## src/rtl/lsf_pkg.sv

```systemverilog
// Shared types, sizes and helper functions for the recently seen ID filter.
// Used by the cell, encoder and top-level modules; depends on nothing else.
package lsf_pkg;

  localparam int MAX_ENTRIES = 256;
  localparam int ID_BITS     = 32;
  localparam int IDX_W       = $clog2(MAX_ENTRIES);
  localparam int CNT_W       = $clog2(MAX_ENTRIES + 1);
  localparam int CAP_W       = 9;
  localparam int MSG_W       = 32;
  localparam logic [CAP_W-1:0] CAP_RESET = CAP_W'(256);

  typedef enum logic [1:0] {
    ST_IDLE,
    ST_MATCH,
    ST_ENCODE,
    ST_UPDATE
  } lsf_state_t;

  typedef struct packed {
    logic             load;
    logic [IDX_W-1:0] limit;
    logic [CNT_W-1:0] fill;
  } cell_ctl_t;

  function automatic logic [CNT_W-1:0] eff_cap(input logic [CAP_W-1:0] cap);
    logic [CNT_W-1:0] res;
    if (int'(cap) > MAX_ENTRIES) begin
      res = CNT_W'(MAX_ENTRIES);
    end else if (cap == '0) begin
      res = CNT_W'(1);
    end else begin
      res = CNT_W'(cap);
    end
    return res;
  endfunction

  function automatic logic [MAX_ENTRIES-1:0] bit_mask(input int b);
    logic [MAX_ENTRIES-1:0] m;
    for (int i = 0; i < MAX_ENTRIES; i++) begin
      m[i] = ((i >> b) & 1) == 1;
    end
    return m;
  endfunction

endpackage

```

## src/rtl/lsf_encode.sv

```systemverilog
// Registered one-hot to binary encoder for the chain's match vector.
// Depends on lsf_pkg for sizes and the constant bit masks.
module lsf_encode (
  input  logic                             clk,
  input  logic [lsf_pkg::MAX_ENTRIES-1:0]  match_vec,
  output logic                             hit,
  output logic [lsf_pkg::IDX_W-1:0]        hit_idx
);

  logic [lsf_pkg::IDX_W-1:0] idx_comb;

  always_comb begin
    for (int b = 0; b < lsf_pkg::IDX_W; b++) begin
      idx_comb[b] = |(match_vec & lsf_pkg::bit_mask(b));
    end
  end

  always_ff @(posedge clk) begin
    hit     <= |match_vec;
    hit_idx <= idx_comb;
  end

endmodule

```

## config.mk

```make
export PLATFORM = sky130hd
export DESIGN_NAME = lsf_encode
export DESIGN_NICKNAME = d
export VERILOG_FILES = /design/src/rtl/lsf_pkg.sv /design/src/rtl/lsf_encode.sv
export SDC_FILE = /design/constraint.sdc
export NUM_CORES = 1
export LEC_CHECK = 0
export ABC_AREA = 1
export BUFFER_PORTS_ARGS = -buffer_cell sky130_fd_sc_hd__buf_2
export CAP_MARGIN = 20
export CORE_AREA = 2 2 102 104
export DETAILED_ROUTE_END_ITERATION = 8
export DIE_AREA = 0 0 104 106
export SYNTH_ARGS = -nofsm -noshare
export SYNTH_HDL_FRONTEND = slang
export SYNTH_SLANG_ARGS = --single-unit
```

## constraint.sdc

```tcl
create_clock -name clk -period 0.8 [get_ports clk]
set_input_delay 0.04 -clock clk [delete_from_list [all_inputs] [get_ports clk]]
set_output_delay 0.04 -clock clk [all_outputs]
set_load 0.005 [all_outputs]
```

== After elaboration in Yosys (flattened, before gate mapping) ==
Cells that the tools add are included.

* Register bits after elaboration: 9
* Bits of input ports: 257
* Output and inout port bits: 9
* Word-level logic and storage cells: 11

* Reductions and logical operators: 9

{| class="wikitable"
|+ Operator list
! operator !! count
|-
| $reduce_or A128 Y1 || 8
|-
| $reduce_or A256 Y1 || 1
|}

== Depth between registers and ports, before layout ==
* Depth after elaboration: 1
* Mapped depth: 8
* Gate-level depth less buffers: 8

== Worst setup path after synthesis ==
Ideal clock, no wire load.

* Kind: input to register
* From: input port match_vec[205] in the netlist's numbering
* To: register hit
* Library setup time: 115 ps
* Data arrival time: 723 ps
* Required time: 685 ps
* Slack: -39 ps
* Stages: 8
* Path buffers: 0
* Path through: nor2_1 > nand2_2 > nor2_1 > nand2_1 > nor2_2 > nand2_1 > nor2_2 > nand2_1

* Longest elaborated chain between the ends: 1

{| class="wikitable"
|+ Ends and longest elaborated chain
! element !! RTL line !! source
|-
| from (decl) || lsf_encode.sv:5 || <nowiki>input logic [lsf_pkg::MAX_ENTRIES-1:0] match_vec,</nowiki>
|-
| $reduce_or A256 Y1 || lsf_encode.sv:19 || <nowiki>hit <= |match_vec;</nowiki>
|-
| to (signal assigned) || lsf_encode.sv:19 ||
|-
| to (decl) || lsf_encode.sv:6 || <nowiki>output logic hit,</nowiki>
|}

No other way between the ends.

== Final worst setup path ==
* From: input port match_vec[30] in the netlist's numbering
* To: register hit

The elaborated chain is that of the path after synthesis.

==> flow_summary.toml <==
[global_routing]
grt-ovfl-total = 0
antenna_found_initial = 0
grt_pass1_wl_mm = 18.49
grt_start_max_net_pins = 7
grt_pass1_vias = 4214
track_usage_pct = 20.54

[route]
antenna_left = 0
dr.pass1.iters = 4
wire_per_inst_um = 12.84
drtIter0Drc = 103
drc = 0
num_vias = 4105
vias_per_cell = 4.372
routed_wl_mm = 12.06

[cells_and_area]
drive_gt1_share_pct = 69.99
nets = 1061
antennaDiodeCount = 0
multi_input_area_mm2 = 0.002546
utilization_pct = 51.20
area_growth_pct = 157.0
fill_cells = 1076
seqCellArea_um2 = 180.2
final_area_mm2 = 0.005120

[clock_network]
holdBufCountCts = 0
clk_path_buf_depth = 2
cts_root_buf = "clkbuf_8"
h-tree-depth = 1
clk_pin_slew_ns = 0.05
numCtsBuffers = 3
numClockSinks = 9
cts_tree = "done"

[die]
die_w_um = 104
pin_count = 266
rows = 37
dieArea_mm2 = 0.01102
die_h_um = 106
coreArea_mm2 = 0.01000
start_util_pct = 19.92

[synthesis]
netlist_area_mm2 = 0.001992
ys_types = 9
yosys_warnings = 0
yosysSeqAreaShare_pct = 9.045
synth-edff-count = 0
synth.avg_cell_area_um2 = 4.527
syn_inst = 440
synth_top_cells_by_area = "nor2_1 (49%), nand2_1 (18%), nand4_1 (13%)"
synth_top_area_share_pct = 49.37
ys.flop_type = "dfxtp_1"
yosys-top-cells-count = "nor2_1 (262), nand2_1 (96), nand4_1 (41)"
async_flop_share_pct = 0
syn_nets = 697
synth.most_common_cell = "nor2_1"
synth-seq-cells = 9
synth.largest_area_cell = "nor2_1"

[placed_design]
place.gp.congestion = 0.8488
dp_slack_ns = -0.4152
port_buffers = 265
placed_cell_area_mm2 = 0.004247
dp_hpwl_mm = 10.53

[power_and_ir_drop]
pwr-share-clk_pct = 19.2
switching_power_uw = 997.0
finalPower_mw = 2.769
p_comb_share_pct = 64.6
ir_drop_mv = 0.3050
powerDensity_mw_per_mm2 = 540.8
power.leakage_nw = 2.200
seqPwrFrac_pct = 16.2
switching_share_pct = 36.01
internal_power_mw = 1.772

[hold_path]
hp-class = "input pin to register"
whs_path_depth = 7

[critical_path]
arrival_ns = 0.94
critical_path.startpoint_type = "input pin"
cp_max_fo = 2
endpoint_kind = "register"
cp.required_ns = 0.92
crit_type = "input pin to register"

[sta]
finalWorstSetupSlack_ns = -0.01723
worst_pin_slew_ns = 0.2039
min_period_ns = 0.8172
drv_slew = 0
fin_crit_sh_pct = 102.2
hold_slack_ns = 0.2086
hold_viol = 0
rsz0062_at_grt = "true"
fmax_mhz = 1224
slew_headroom_pct = 86.35
setup_viol = 2

[flow_run]
drv_cap = 0

[outcome]
status = "finished with violations"
violations = "setup timing"
sequential cells by signal, indices dropped and copies added (netlist names):
register,cells
hit_idx,8
hit,1
path summary, 6_finish.rpt:
check                 startpoint          to
setup / recovery   match_vec[30]         hit
hold / removal    match_vec[175]  hit_idx[1]
power by group through the flow:
stage	Clock [mW]	Sequential, mW	Combinational, mW
3_3_place_gp	0	0.458	1.41
4_1_cts	0.543	0.449	1.52
2_1_floorplan	0	0.458	0.340
3_5_place_dp	0	0.458	1.41
6_report	0.531	0.449	1.79
5_1_grt	0.562	0.449	1.95
final cells by class:
class,count,share of cell area [%]
Clock buffer,3,0.8065
Clock inverter,1,0.09775
Tap cell,136,3.324
Timing Repair Buffer,359,42.45
Inverter,1,0.07331
Sequential cell,9,3.519
Multi-Input combinational cell,430,49.73
worst max-delay path: stages:
cell and delay, ns:
buf_2 0.12, nor2_4 0.12, nand2_2 0.08, nor2_4 0.11
nand2_1 0.08, nor2_1 0.13, nand2_1 0.08, nor2_2 0.13
nand2_1 0.06
cell usage in the layout, fill, tap and decap left out, drive strengths merged:
master  count
nand4      41
inv         1
nand3       1
nor2      285
clkinv      1
nand2     103
dfxtp       9
buf       359
clkbuf      3
metrics by stage:
stage	std cells	setup TNS, ns
floorplan	440	-0.0002408
global route	939	-0.4050
detailed placement	933	-2.778
finish	939	-0.02733
CTS	939	-0.004821
global placement	933	-2.711
cell families after synthesis:
| family | count (synthesis) | share of synthesized area [%] |
|---|---|---|
| buffers and inverters | 1 | 0.1883 |
| DFF | 9 | 9.045 |
| and+or+nand+nor | 430 | 90.77 |
layer usage:
metal  track usage, %  share of wire, %
met1            21.80                37
met2            42.29                55
met3            3.985               6.5
met4            2.799              0.88
met5                0                 0
timing repair:
action                     4_1_cts  5_1_grt
pin swaps                       49       86
setup endpoints to repair        9        9
buffers inserted                 2        0
resized for setup               82      159
No activity file was read; power rests on OpenSTA's default activity.
