===== config.mk =====
export PLATFORM = sky130hd
export DESIGN_NAME = lsf_cell
export DESIGN_NICKNAME = d
export VERILOG_FILES = /design/src/rtl/lsf_pkg.sv /design/src/rtl/lsf_cell.sv
export SDC_FILE = /design/constraint.sdc
export NUM_CORES = 1
export LEC_CHECK = 0
export ABC_CLOCK_PERIOD_IN_PS = 3600
export BUFFER_PORTS_ARGS = -buffer_cell sky130_fd_sc_hd__clkbuf_2
export CAP_MARGIN = 0
export CORE_UTILIZATION = 44
export CTS_CLUSTER_SIZE = 10
export DETAILED_ROUTE_END_ITERATION = 12
export PLACE_DENSITY_LB_ADDON = 0.25
export SLEW_MARGIN = 20
export SYNTH_ARGS = -nofsm -noshare
export SYNTH_HDL_FRONTEND = slang
export SYNTH_SLANG_ARGS = --single-unit

===== constraint.sdc =====
create_clock -name clk -period 3.6 [get_ports clk]
set_clock_uncertainty 0.15 [all_clocks]
set_input_delay 0.18 -clock clk [delete_from_list [all_inputs] [get_ports clk]]
set_output_delay 0.18 -clock clk [all_outputs]
set_load 0.02 [all_outputs]

===== src/rtl/lsf_pkg.sv =====
// Shared types, sizes and helper functions for the recently seen ID filter.
// Used by the cell, encoder and top-level modules; depends on nothing else.
package lsf_pkg;

  localparam int MAX_ENTRIES = 256;
  localparam int ID_BITS     = 32;
  localparam int IDX_W       = $clog2(MAX_ENTRIES);
  localparam int CNT_W       = $clog2(MAX_ENTRIES + 1);
  localparam int CAP_W       = 9;
  localparam int MSG_W       = 32;
  localparam logic [CAP_W-1:0] CAP_RESET = CAP_W'(256);

  typedef enum logic [1:0] {
    ST_IDLE,
    ST_MATCH,
    ST_ENCODE,
    ST_UPDATE
  } lsf_state_t;

  typedef struct packed {
    logic             load;
    logic [IDX_W-1:0] limit;
    logic [CNT_W-1:0] fill;
  } cell_ctl_t;

  function automatic logic [CNT_W-1:0] eff_cap(input logic [CAP_W-1:0] cap);
    logic [CNT_W-1:0] res;
    if (int'(cap) > MAX_ENTRIES) begin
      res = CNT_W'(MAX_ENTRIES);
    end else if (cap == '0) begin
      res = CNT_W'(1);
    end else begin
      res = CNT_W'(cap);
    end
    return res;
  endfunction

  function automatic logic [MAX_ENTRIES-1:0] bit_mask(input int b);
    logic [MAX_ENTRIES-1:0] m;
    for (int i = 0; i < MAX_ENTRIES; i++) begin
      m[i] = ((i >> b) & 1) == 1;
    end
    return m;
  endfunction

endpackage


===== src/rtl/lsf_cell.sv =====
// One slot of the recency chain: holds an ID, compares it with the key and
// takes its neighbor's ID when the chain shifts. Depends on lsf_pkg.
module lsf_cell (
  input  logic                           clk,
  input  logic [lsf_pkg::IDX_W-1:0]      slot_index,
  input  logic [lsf_pkg::ID_BITS-1:0]    key,
  input  logic [lsf_pkg::ID_BITS-1:0]    prev_id,
  input  lsf_pkg::cell_ctl_t             ctl,
  output logic [lsf_pkg::ID_BITS-1:0]    id,
  output logic                           match
);

  logic valid;

  assign valid = {1'b0, slot_index} < ctl.fill;

  always_ff @(posedge clk) begin
    match <= valid && (id == key);
    if (ctl.load && (slot_index <= ctl.limit)) begin
      id <= prev_id;
    end
  end

endmodule


Word level (Yosys, flattened, before mapping)
Cells that the tools add are included.
Cells by class
  order comparisons: 2
  equality and inequality tests: 1
  reduce and logical (&&, ||, !) cells: 2
Operators with widths (count)
  32-bit equality test: 1
  8-bit by 9-bit < comparator with 1-bit output: 1
  8-bit <= comparator: 1
  1-bit logical AND: 2
Storage, ports and cells
  flip-flop bits (word level): 33
  output and inout bits: 33
  logic and storage cells: 7

Depth between registers and ports, before layout
Gate-level depths: netlist (run 1).
  depth in word-level cells: 2
  depth in mapped cells: 7
  gate-level depth less buffers: 7

Least setup slack after synthesis (run 1)
OpenSTA, ideal clock, no wires.
  kind: input to register
  start point: in ctl[10] (netlist bit)
  end point: reg id[0] (netlist bit) (enable)
  data arrival time: 1.781 ns
  slack: 1.277 ns
  stages on the path: 7
  path buffers: 0
  path through: inv_1 > ha_1 > nor2b_1 > o211ai_1 > a21oi_1 > o22ai_1 > and2_1
Between the ends
  longest elaborated chain between the ends: 2
Ends and longest elaborated chain
  from (decl): line lsf_cell.sv:8  | input lsf_pkg::cell_ctl_t ctl,
  8-bit <= comparator: line lsf_cell.sv:19  | if (ctl.load && (slot_index <= ctl.limit)) begin
  1-bit logical AND: line lsf_cell.sv:19
  to (signal assigned): line lsf_cell.sv:20  | id <= prev_id;
  to (decl): line lsf_cell.sv:9  | output logic [lsf_pkg::ID_BITS-1:0] id,
Every way passes these cells.
A chain may end at the register's enable or synchronous reset.

Worst setup path in the final report (run 1)
  start point: in slot_index[1] (netlist bit)
  end point: reg id[26] (netlist bit) (enable)
Between the ends
  longest elaborated chain between the ends: 2
Ends and longest elaborated chain
  from (decl): line lsf_cell.sv:5  | input logic [lsf_pkg::IDX_W-1:0] slot_index,
  8-bit <= comparator: line lsf_cell.sv:19
  1-bit logical AND: line lsf_cell.sv:19
Every way passes these cells.

==> out/qor.csv, run 1 <==
stage;metric;value;unit
synth;ys flop type;edfxtp_1;
run;Max-Cap Viols;0;
sta;count of final setup violators;0;
worst_setup_path;critical path's slowest cell;buf_4;
status;outcome;completed;
synth;Post-Syn Area;1730;um^2
sta;RSZ-0062 raised after global routing;no;
clock_tree;Max H-tree Level;2;
worst_setup_path;CP Capture Type;flop;
worst_setup_path;Arr. time, crit path;1.84;ns
floorplanning;die height;64.7;um
sta;fin crit period;2.03;ns
clock_tree;CTS sink cnt;33;
pwr;Clock power frac;24.3;%
pwr;Flop pwr share;49.1;%
drt;Via density;4.65;
worst_setup_path;CP Depth;8;
worst_setup_path;CP required;3.40;ns
floorplanning;Core Box Area;3720;um^2
pwr;Tot Pwr;1020;uW
worst_setup_path;worst r2r dst;match;
sta;Hold Violations, Final;0;
pwr;leakage;0.00138;uW
grt;largest net degree at the start of global routing;25;
sta;post-route clock period utilization;56.4;%
sta;Fin Setup TNS;0;ns
pwr;Sw Pwr;294;uW
worst_setup_path;reg-to-reg slack, setup;2.05;ns
placement;port buffer count;123;
grt;vias in the first global route;1550;
finish;Final Util;75.6;%
synth;largest cells by area after synthesis;edfxtp_1 56%, xor2_1 16%, ha_1 11%;
clock_tree;postcts setup bufs;0;
finish;diodes inserted;0;
worst_setup_path;CP startpoint kind;primary input;
finish;synthesis-to-layout area growth;62.4;%
clock_tree;cts hold-fix bufs;32;
min_path;WHS Path Cells;3;
clock_tree;Clock transition at path regs;0.06;ns
min_path;Hold Crit Class;primary input to flop;
worst_setup_path;kind of critical path;primary input to flop;
clock_tree;Max Root-Sink Buffers;2;
floorplanning;FP Rows;22;
synth;Net Count, Synth;234;
worst_setup_path;CP max stage delay;0.38;ns
worst_setup_path;CP Max Fanout;24;
clock_tree;clock latency at the later pin of the worst-skew pair;0.28;ns
synth;share of the synthesized area in the top cell type;55.5;%
pwr;Comb pwr share;26.6;%
pwr;Pwr Density;365;nW/um^2
clock_tree;CTS root buffer;clkbuf_8;
drt;DR iter-0 viols;34;
grt;antenna violations before repair;0;
worst_setup_path;WP buf/inv;2;
finish;Reg area;981;um^2
clock_tree;Num CTS Buffers;5;
synth;Post-Syn Instances;128;
drt;number of nets with antenna violations after routing;0;
grt;overall routing resource usage;21.1;%
finish;fill cell total of the finished layout;259;
finish;fraction of layout cells with a size suffix above 1;46.0;%
synth;Synth Warn #;0;
worst_setup_path;Critical R2R Launch;id[7];
sta;Slew HR;74.7;%
worst_setup_path;CP cell instances;clkbuf_2 -> ha_1 -> nor2b_1 -> o211ai_1 -> a21oi_1 -> o22ai_1 -> and2_1 -> buf_4;
drt;mean routed wirelength per cell;12.7;um
drt;Remaining DRCs;0;
synth;Yosys top cell by area;edfxtp_1;
finish;# nets final;397;
sta;Max Slew Vio Count;0;
sta;highest clock rate;492;MHz
pwr;peak supply drop;0.294;mV
pwr;Power Internal;731;uW
floorplanning;starting density of the core;46.6;%
clock_tree;Post-CTS Resized;0;
synth;most frequent cells after synthesis;32 x edfxtp_1, 32 x xor2_1, 15 x ha_1, 15 x inv_1, 7 x a21oi_1;
sta;measured slew at the worst slew-check pin;0.376;ns
grt;first-pass GRT wire length;6470;um
synth;post-synthesis sequential area ratio;56.7;%
drt;Pre-antenna DRT Iters;4;
worst_setup_path;crit path capture;id[26];
drt;Via Count;1578;
floorplanning;Die Wd;64.7;um
synth;Yosys cell types;20;
grt;GR Overflow Total;0;
synth;#FFs+latches synth;33;
finish;multi-input logic area;693;um^2
synth;ys async rst share;0;%
synth;Post-Synthesis Mean Instance Area;13.5;um^2
clock_tree;CTS tree;done;
placement;routability cong.;0.744;
pwr;switch share;28.7;%
worst_setup_path;Top delay family on crit path;simple AND/OR/NAND/NOR gates;
floorplanning;Die ar.;4190;um^2
placement;Post-DP HPWL;3100;um
drt;final WL;4290;um
worst_setup_path;R2R depth;4;
worst_setup_path;Crit. Startpoint;slot_index[1];
synth;number of synthesized flops with an enable pin;32;
floorplanning;Ports;124;
## power by group through the flow
stage,logic [uW],clock network (uW),registers [uW]
floorplan,82.9,0,560
global placement,241,0,508
detailed placement,245,0,509
CTS,272,252,502
global route,296,271,508
finish,273,249,503
## cells in the final DEF, fill, tap and decap left out
cell type,instances
and2_1,1
clkbuf_2,123
edfxtp_1,32
nand2_1,2
nand4b_1,1
ha_1,15
nor3_2,1
o22ai_1,2
dlygate4sd3_1,32
a211oi_1,1
nand4_1,5
o21ai_0,1
nor4_1,4
clkbuf_1,1
buf_4,1
nor2b_1,1
inv_1,15
a21oi_1,7
dfxtp_1,1
a21o_1,1
xor2_1,32
o211ai_1,1
nand3_1,1
clkbuf_8,5
nor4_2,4
clkinv_1,1
## layer usage
| metal | up-vias | global-route usage [%] | routed length [um] |
|---|---|---|---|
| met4 | 0 | 10.8 | 76 |
| met2 | 71 | 38.3 | 2200 |
| met3 | 7 | 5.46 | 269 |
| met5 | - | 0 | 0 |
| li1 | 788 | - | - |
| met1 | 712 | 22.2 | 1750 |
## registers in the layout (all words and copies together) (netlist names)
name and cells:
id 32, match 1
## logic make-up (layout without fill, tap and decap cells)
family | after synthesis | in the layout | synth area share, %
DFF | 33 | 33 | 56.7
xor gates and xnor gates | 32 | 32 | 16.2
and+or+nand+nor | 20 | 20 | 8.68
adders and majority gates | 15 | 15 | 10.8
buffers and inverters | 15 | 178 | 3.25
AOI/OAI and AO/OA | 13 | 13 | 4.34
## how the worst min path moves through the flow
| stage | startpoint | end | slack, ns |
|---|---|---|---|
| finish | ctl[8] | match | 0.04 |
| global route | ctl[8] | match | 0.05 |
| CTS | ctl[8] | match | 0.04 |
| detailed placement | prev_id[27] | id[27] | 0.21 |
| global placement | prev_id[3] | id[3] | 0.21 |
| floorplan | prev_id[0] | id[0] | 0.13 |
## stage by stage
| stage | area [um^2] | setup WS, ns | hold slack, ns | cells |
|---|---|---|---|---|
| after floorplan | 1730 | 1.28 | 0.129 | 128 |
| after global placement | 2410 | 1.28 | 0.207 | 300 |
| after detailed placement | 2410 | 1.25 | 0.209 | 300 |
| after CTS | 2810 | 1.54 | 0.0403 | 339 |
| after global routing | 2810 | 1.43 | 0.0547 | 339 |
| final | 2810 | 1.57 | 0.0406 | 339 |
## cell type report
cell class	instances	area share (%)
Sequential cell	33	34.9
Timing Repair Buffer	156	33.6
Multi-Input combinational cell	80	24.7
Clock buffer	6	2.58
Tap cell	48	2.14
Inverter	15	2.00
Clock inverter	1	0.134
## tightest hold or removal path, delay by kind of cell
family / cells / cell delay [ns]
simple gates: 1 / 0.09
compound gates: 1 / 0.07
buf+inv: 1 / 0.09
(Power assumes the default switching activity.)
==> inputs of run 2 (changes only) <==
ABC_AREA = 1   (was not set)
ABC_CLOCK_PERIOD_IN_PS = 1680   (was 3600)
CORE_UTILIZATION = 39   (was 44)
clock period = 1.68 ns   (was 3.6 ns; I/O delays follow)
==> out/qor.csv, run 2 <==
stage;metric;value;unit
finish;most frequent cells in the layout;123 x clkbuf_2, 76 x nand2_1, 61 x inv_1;
sta;Hold Violations, Final;0;
clock_tree;Max H-tree Level;2;
grt;first-pass GRT wire length;7370;um
worst_setup_path;CP cell instances;clkbuf_2 -> inv_12 -> ha_4 -> a21oi_2 -> nor2_1 -> nor3_1 -> nand2_1 -> a21boi_4 -> buf_12;
clock_tree;CTS sink cnt;33;
synth;post-synthesis sequential area ratio;49.6;%
pwr;Pwr Density;759;nW/um^2
sta;Max Slew Vio Count;0;
synth;largest cells by area after synthesis;edfxtp_1 49%, nand2_1 14%, inv_1 12%;
run;Max-Cap Viols;0;
clock_tree;Max Root-Sink Buffers;2;
worst_setup_path;reg-to-reg slack, setup;0.36;ns
floorplanning;Die ar.;5360;um^2
finish;top flop regs;id x32, match x1;
min_path;Hold Crit Class;primary input to flop;
placement;routability cong.;0.827;
finish;most common cell after layout, fill and taps aside;clkbuf_2;
grt;antenna violations before repair;0;
synth;most frequent cells after synthesis;76 x nand2_1, 64 x inv_1, 32 x edfxtp_1, 19 x nor2_1, 15 x ha_1;
synth;Yosys top cell by area;edfxtp_1;
sta;measured slew at the worst slew-check pin;0.212;ns
finish;Largest Register;id;
finish;fraction of layout cells with a size suffix above 1;35.4;%
synth;number of synthesized flops with an enable pin;32;
worst_setup_path;Top delay family on crit path;buffers and inverters;
worst_setup_path;CP max stage delay;0.23;ns
worst_setup_path;Critical R2R Launch;id[18];
clock_tree;clock latency at the later pin of the worst-skew pair;0.28;ns
worst_setup_path;R2R depth;5;
synth;Post-Syn Instances;240;
finish;Largest register FFs;32;
clock_tree;CTS root buffer;clkbuf_8;
sta;count of final setup violators;0;
drt;Via density;4.18;
clock_tree;postcts setup bufs;0;
sta;fin crit period;1.52;ns
synth;share of the synthesized area in the top cell type;48.6;%
clock_tree;Num CTS Buffers;5;
worst_setup_path;CP Capture Type;flop;
clock_tree;Clock transition at path regs;0.06;ns
clock_tree;CTS tree;done;
worst_setup_path;CP startpoint kind;primary input;
synth;#FFs+latches synth;33;
synth;Post-Synthesis Mean Instance Area;8.24;um^2
sta;post-route clock period utilization;90.4;%
min_path;Hold Path End;match;
floorplanning;Core Box Area;4790;um^2
clock_tree;Post-CTS Resized;0;
placement;Post-DP HPWL;3810;um
placement;pre-CTS WS;-0.150;ns
finish;diodes inserted;0;
min_path;WHS Path Cells;6;
synth;Yosys cell types;16;
worst_setup_path;critical path's slowest cell;ha_4;
worst_setup_path;worst r2r dst;match;
sta;highest clock rate;658;MHz
worst_setup_path;Arr. time, crit path;1.36;ns
sta;Slew HR;85.8;%
drt;DR iter-0 viols;43;
placement;DP Area;2820;um^2
floorplanning;Ports;124;
floorplanning;FP Rows;25;
synth;ys flop type;edfxtp_1;
floorplanning;die height;73.2;um
placement;port buffer count;123;
worst_setup_path;kind of critical path;primary input to flop;
worst_setup_path;CP Max Fanout;16;
grt;overall routing resource usage;18.4;%
finish;Final Util;67.9;%
synth;Net Count, Synth;346;
floorplanning;starting density of the core;41.3;%
drt;final WL;4680;um
worst_setup_path;WP buf/inv;3;
synth;Post-Syn Area;1980;um^2
finish;# nets final;515;
finish;synthesis-to-layout area growth;64.3;%
drt;mean routed wirelength per cell;9.82;um
drt;Pre-antenna DRT Iters;4;
finish;final instance area;3250;um^2
drt;Remaining DRCs;0;
grt;vias in the first global route;1912;
pwr;leakage;0.00179;uW
synth;count leader, synth;nand2_1;
grt;GR Overflow Total;0;
status;outcome;completed;
floorplanning;Die Wd;73.2;um
sta;RSZ-0062 raised after global routing;no;
synth;ys async rst share;0;%
synth;Synth Warn #;0;
sta;PnR worst setup slack;0.161;ns
worst_setup_path;CP required;1.52;ns
grt;largest net degree at the start of global routing;17;
min_path;hold path startpoint;key[9];
drt;Via Count;1994;
clock_tree;cts hold-fix bufs;32;
drt;number of nets with antenna violations after routing;0;
pwr;peak supply drop;0.747;mV
## run 2: worst max-delay path by stage
stage / to / depth (start not counted) / start
floorplan: id[0] / 7 / ctl[14]
global placement: id[22] / 9 / ctl[14]
detailed placement: id[22] / 9 / ctl[14]
CTS: id[30] / 9 / ctl[14]
global route: id[30] / 9 / ctl[14]
finish: id[26] / 9 / ctl[14]
## run 2: stage by stage
| step | hold slack, ns | cells | power [uW] | setup TNS [ns] |
|---|---|---|---|---|
| 6_report | 0.0782 | 477 | 2470 | 0 |
| 4_1_cts | 0.0827 | 477 | 2490 | 0 |
| 3_5_place_dp | 0.113 | 437 | 1720 | -4.75 |
| 5_1_grt | 0.110 | 477 | 2600 | 0 |
| 2_1_floorplan | 0.0329 | 240 | 1440 | -6.48 |
| 3_3_place_gp | 0.112 | 437 | 1710 | -4.07 |
## run 2: cell type report
cell class,count,area [um^2]
Inverter,64,255
Clock buffer,6,72.6
Timing Repair Buffer,162,1010
Multi-Input combinational cell,143,808
Sequential cell,33,981
Fill cell,410,1540
Clock inverter,2,33.8
Tap cell,67,83.8
## run 2: cells by family (layout without fill, tap and decap cells)
kind of cell / Yosys count / count (layout) / share of synthesized area [%]
buf+inv: 64 / 234 / 12.2
fa+ha+maj: 15 / 15 / 9.49
xor+xnor: 10 / 10 / 4.43
compound gates: 13 / 13 / 3.54
flops: 33 / 33 / 49.6
simple gates: 105 / 105 / 20.8
## run 2: layer usage
metal / GRT usage, % / vias up / wire, um
li1: - / 1067 / -
met1: 18.2 / 848 / 1780
met2: 35.3 / 71 / 2450
met3: 6.22 / 8 / 374
met4: 6.54 / 0 / 78
met5: 0 / - / 0
## run 2: where the power goes
group	switching, uW	leakage, uW	internal (uW)
clock	270	0.0000528	437
sequential	63.6	0.000311	1010
combinational	360	0.00142	322
total	694	0.00179	1770
## run 2: worst reg2reg max path, cell delays in order, from the launching register on
cell and delay, ns:
edfxtp_1 0.43, xnor2_1 0.19, nand2_1 0.09, nor3_1 0.18, nand3_1 0.12, nor2_2 0.11
==> inputs of run 3 (changes only) <==
ABC_AREA = not set   (was 1)
CORE_UTILIZATION = 37   (was 39)
MAX_ROUTING_LAYER = met4   (was not set)
==> out/qor.csv, run 3 (synthesized netlist as in run 1, its figures left out) <==
stage;metric;value;unit
grt;GR Overflow Total;0;
clock_tree;Clock transition at path regs;0.06;ns
worst_setup_path;CP cell instances;clkbuf_2 -> inv_2 -> ha_4 -> nor2b_1 -> o211ai_1 -> a21oi_1 -> o22ai_1 -> and2_4 -> buf_12;
clock_tree;postcts setup bufs;0;
worst_setup_path;WP buf/inv;3;
placement;Post-DP HPWL;3310;um
worst_setup_path;CP required;1.52;ns
floorplanning;starting density of the core;39.2;%
sta;Slew HR;82.6;%
min_path;Hold Path End;match;
finish;Largest register FFs;32;
worst_setup_path;Critical R2R Launch;id[25];
worst_setup_path;reg-to-reg slack, setup;0.22;ns
finish;# nets final;404;
worst_setup_path;CP startpoint kind;primary input;
floorplanning;Die ar.;4950;um^2
sta;highest clock rate;669;MHz
clock_tree;CTS sink cnt;33;
clock_tree;Max H-tree Level;2;
drt;Pre-antenna DRT Iters;4;
finish;synthesis-to-layout area growth;68.9;%
finish;most frequent cells in the layout;123 x clkbuf_2, 33 x dlygate4sd3_1, 32 x xor2_1, 32 x edfxtp_1;
worst_setup_path;Top delay family on crit path;compound AO/OA/AOI/OAI gates;
clock_tree;CTS root buffer;clkbuf_8;
sta;count of final setup violators;0;
status;outcome;completed;
drt;Via density;4.53;
sta;Max Slew Vio Count;0;
worst_setup_path;CP Max Fanout;16;
min_path;WHS Path Cells;5;
sta;RSZ-0062 raised after global routing;no;
placement;routability cong.;0.787;
floorplanning;FP Rows;24;
grt;vias in the first global route;1648;
clock_tree;Max Root-Sink Buffers;2;
finish;final cell count without fillers;351;
floorplanning;die height;70.4;um
drt;Remaining DRCs;0;
finish;Largest Register;id;
drt;mean routed wirelength per cell;12.4;um
finish;fraction of layout cells with a size suffix above 1;48.8;%
clock_tree;clock latency at the later pin of the worst-skew pair;0.28;ns
grt;largest net degree at the start of global routing;17;
floorplanning;Die Wd;70.4;um
drt;DR iter-0 viols;20;
drt;final WL;4350;um
finish;diodes inserted;0;
worst_setup_path;Arr. time, crit path;1.33;ns
sta;fin crit period;1.49;ns
worst_setup_path;worst r2r dst;match;
worst_setup_path;Crit. Startpoint;ctl[10];
sta;post-route clock period utilization;89.0;%
worst_setup_path;critical path's slowest cell;ha_4;
clock_tree;CTS tree;done;
finish;fill cell total of the finished layout;340;
grt;overall routing resource usage;19.2;%
placement;port buffer count;123;
min_path;hold path startpoint;key[17];
drt;number of nets with antenna violations after routing;0;
clock_tree;Num CTS Buffers;5;
sta;WHS;0.113;ns
pwr;Tot Pwr;2250;uW
grt;antenna violations before repair;0;
grt;first-pass GRT wire length;7110;um
worst_setup_path;R2R depth;4;
worst_setup_path;kind of critical path;primary input to flop;
floorplanning;Ports;124;
worst_setup_path;CP max stage delay;0.22;ns
placement;Placed Cells;310;
drt;Via Count;1591;
worst_setup_path;CP Capture Type;flop;
sta;Hold Violations, Final;0;
pwr;leakage;0.00143;uW
pwr;Pwr Density;771;nW/um^2
min_path;Hold Crit Class;primary input to flop;
finish;top flop regs;id x32, match x1;
sta;measured slew at the worst slew-check pin;0.259;ns
run;Max-Cap Viols;0;
finish;most common cell after layout, fill and taps aside;clkbuf_2;
pwr;peak supply drop;0.593;mV
floorplanning;Core Box Area;4410;um^2
run 3: cell types whose count changed in the layout (fill, tap and decap cells not counted), sizes merged, moves of 8 or more:
| cell | previous run | this run |
|---|---|---|
| nor2 | 20 | 0 |
| nand2 | 76 | 2 |
| xor2 | 2 | 32 |
| nor4 | 0 | 8 |
| xnor2 | 8 | 0 |
| inv | 64 | 15 |
run 3: power breakdown:
group / switching, uW / internal [uW]
sequential: 64.3 / 1010
clock: 269 / 286
combinational: 319 / 302
run 3: how the worst max path moves through the flow:
stage              to  slack (ns)  cells past startpoint
5_1_grt        id[26]        0.09                      9
6_report       id[26]        0.19                      9
3_5_place_dp    id[8]       -0.09                      9
3_3_place_gp   id[25]       -0.08                      9
2_1_floorplan   id[0]        0.02                      7
4_1_cts         match        0.15                      4
run 3: timing repair:
action                                 in CTS  in global routing
hold buffers                               33                  0
setup endpoints to repair                   0                  1
endpoints found under the hold margin      33                  0
gates resized for setup                     0                  1
run 3: metal layers:
metal | vias to the layer above | track usage [%] | share of wire (%)
li1 | 804 | - | -
met1 | 699 | 19.3 | 36
met2 | 80 | 34.4 | 55
met3 | 8 | 5.34 | 7.5
met4 | 0 | 8.44 | 1.5
met5 | - | - | 0
run 3: final cells by class:
type                       count  area [um^2]  share of cell area, %
sequential                    33          981                   33.6
clock buffer                   6         72.6                   2.48
clock inverter                 2         10.0                  0.342
timing repair buffer         163         1020                   35.0
tap                           52         65.1                   2.23
inverter                      15         56.3                   1.93
multi-input combinational     80          714                   24.4
run 3: metrics by stage:
| stage | util [%] | setup WS, ns | setup TNS, ns | instance area [um^2] |
|---|---|---|---|---|
| final | 66.2 | 0.186 | 0 | 2920 |
| after global routing | 66.2 | 0.0920 | 0 | 2920 |
| after CTS | 66.1 | 0.150 | 0 | 2920 |
| after detailed placement | 56.7 | -0.0885 | -2.54 | 2500 |
| after global placement | 56.7 | -0.0769 | -2.18 | 2500 |
| after floorplan | - | 0.0159 | 0 | 1750 |
run 3: tightest hold or removal path, stage by stage:
cell and delay [ns]:
clkbuf_2 0.08, xor2_1 0.12, nor4_1 0.05, nand4_1 0.10
nor3_2 0.05
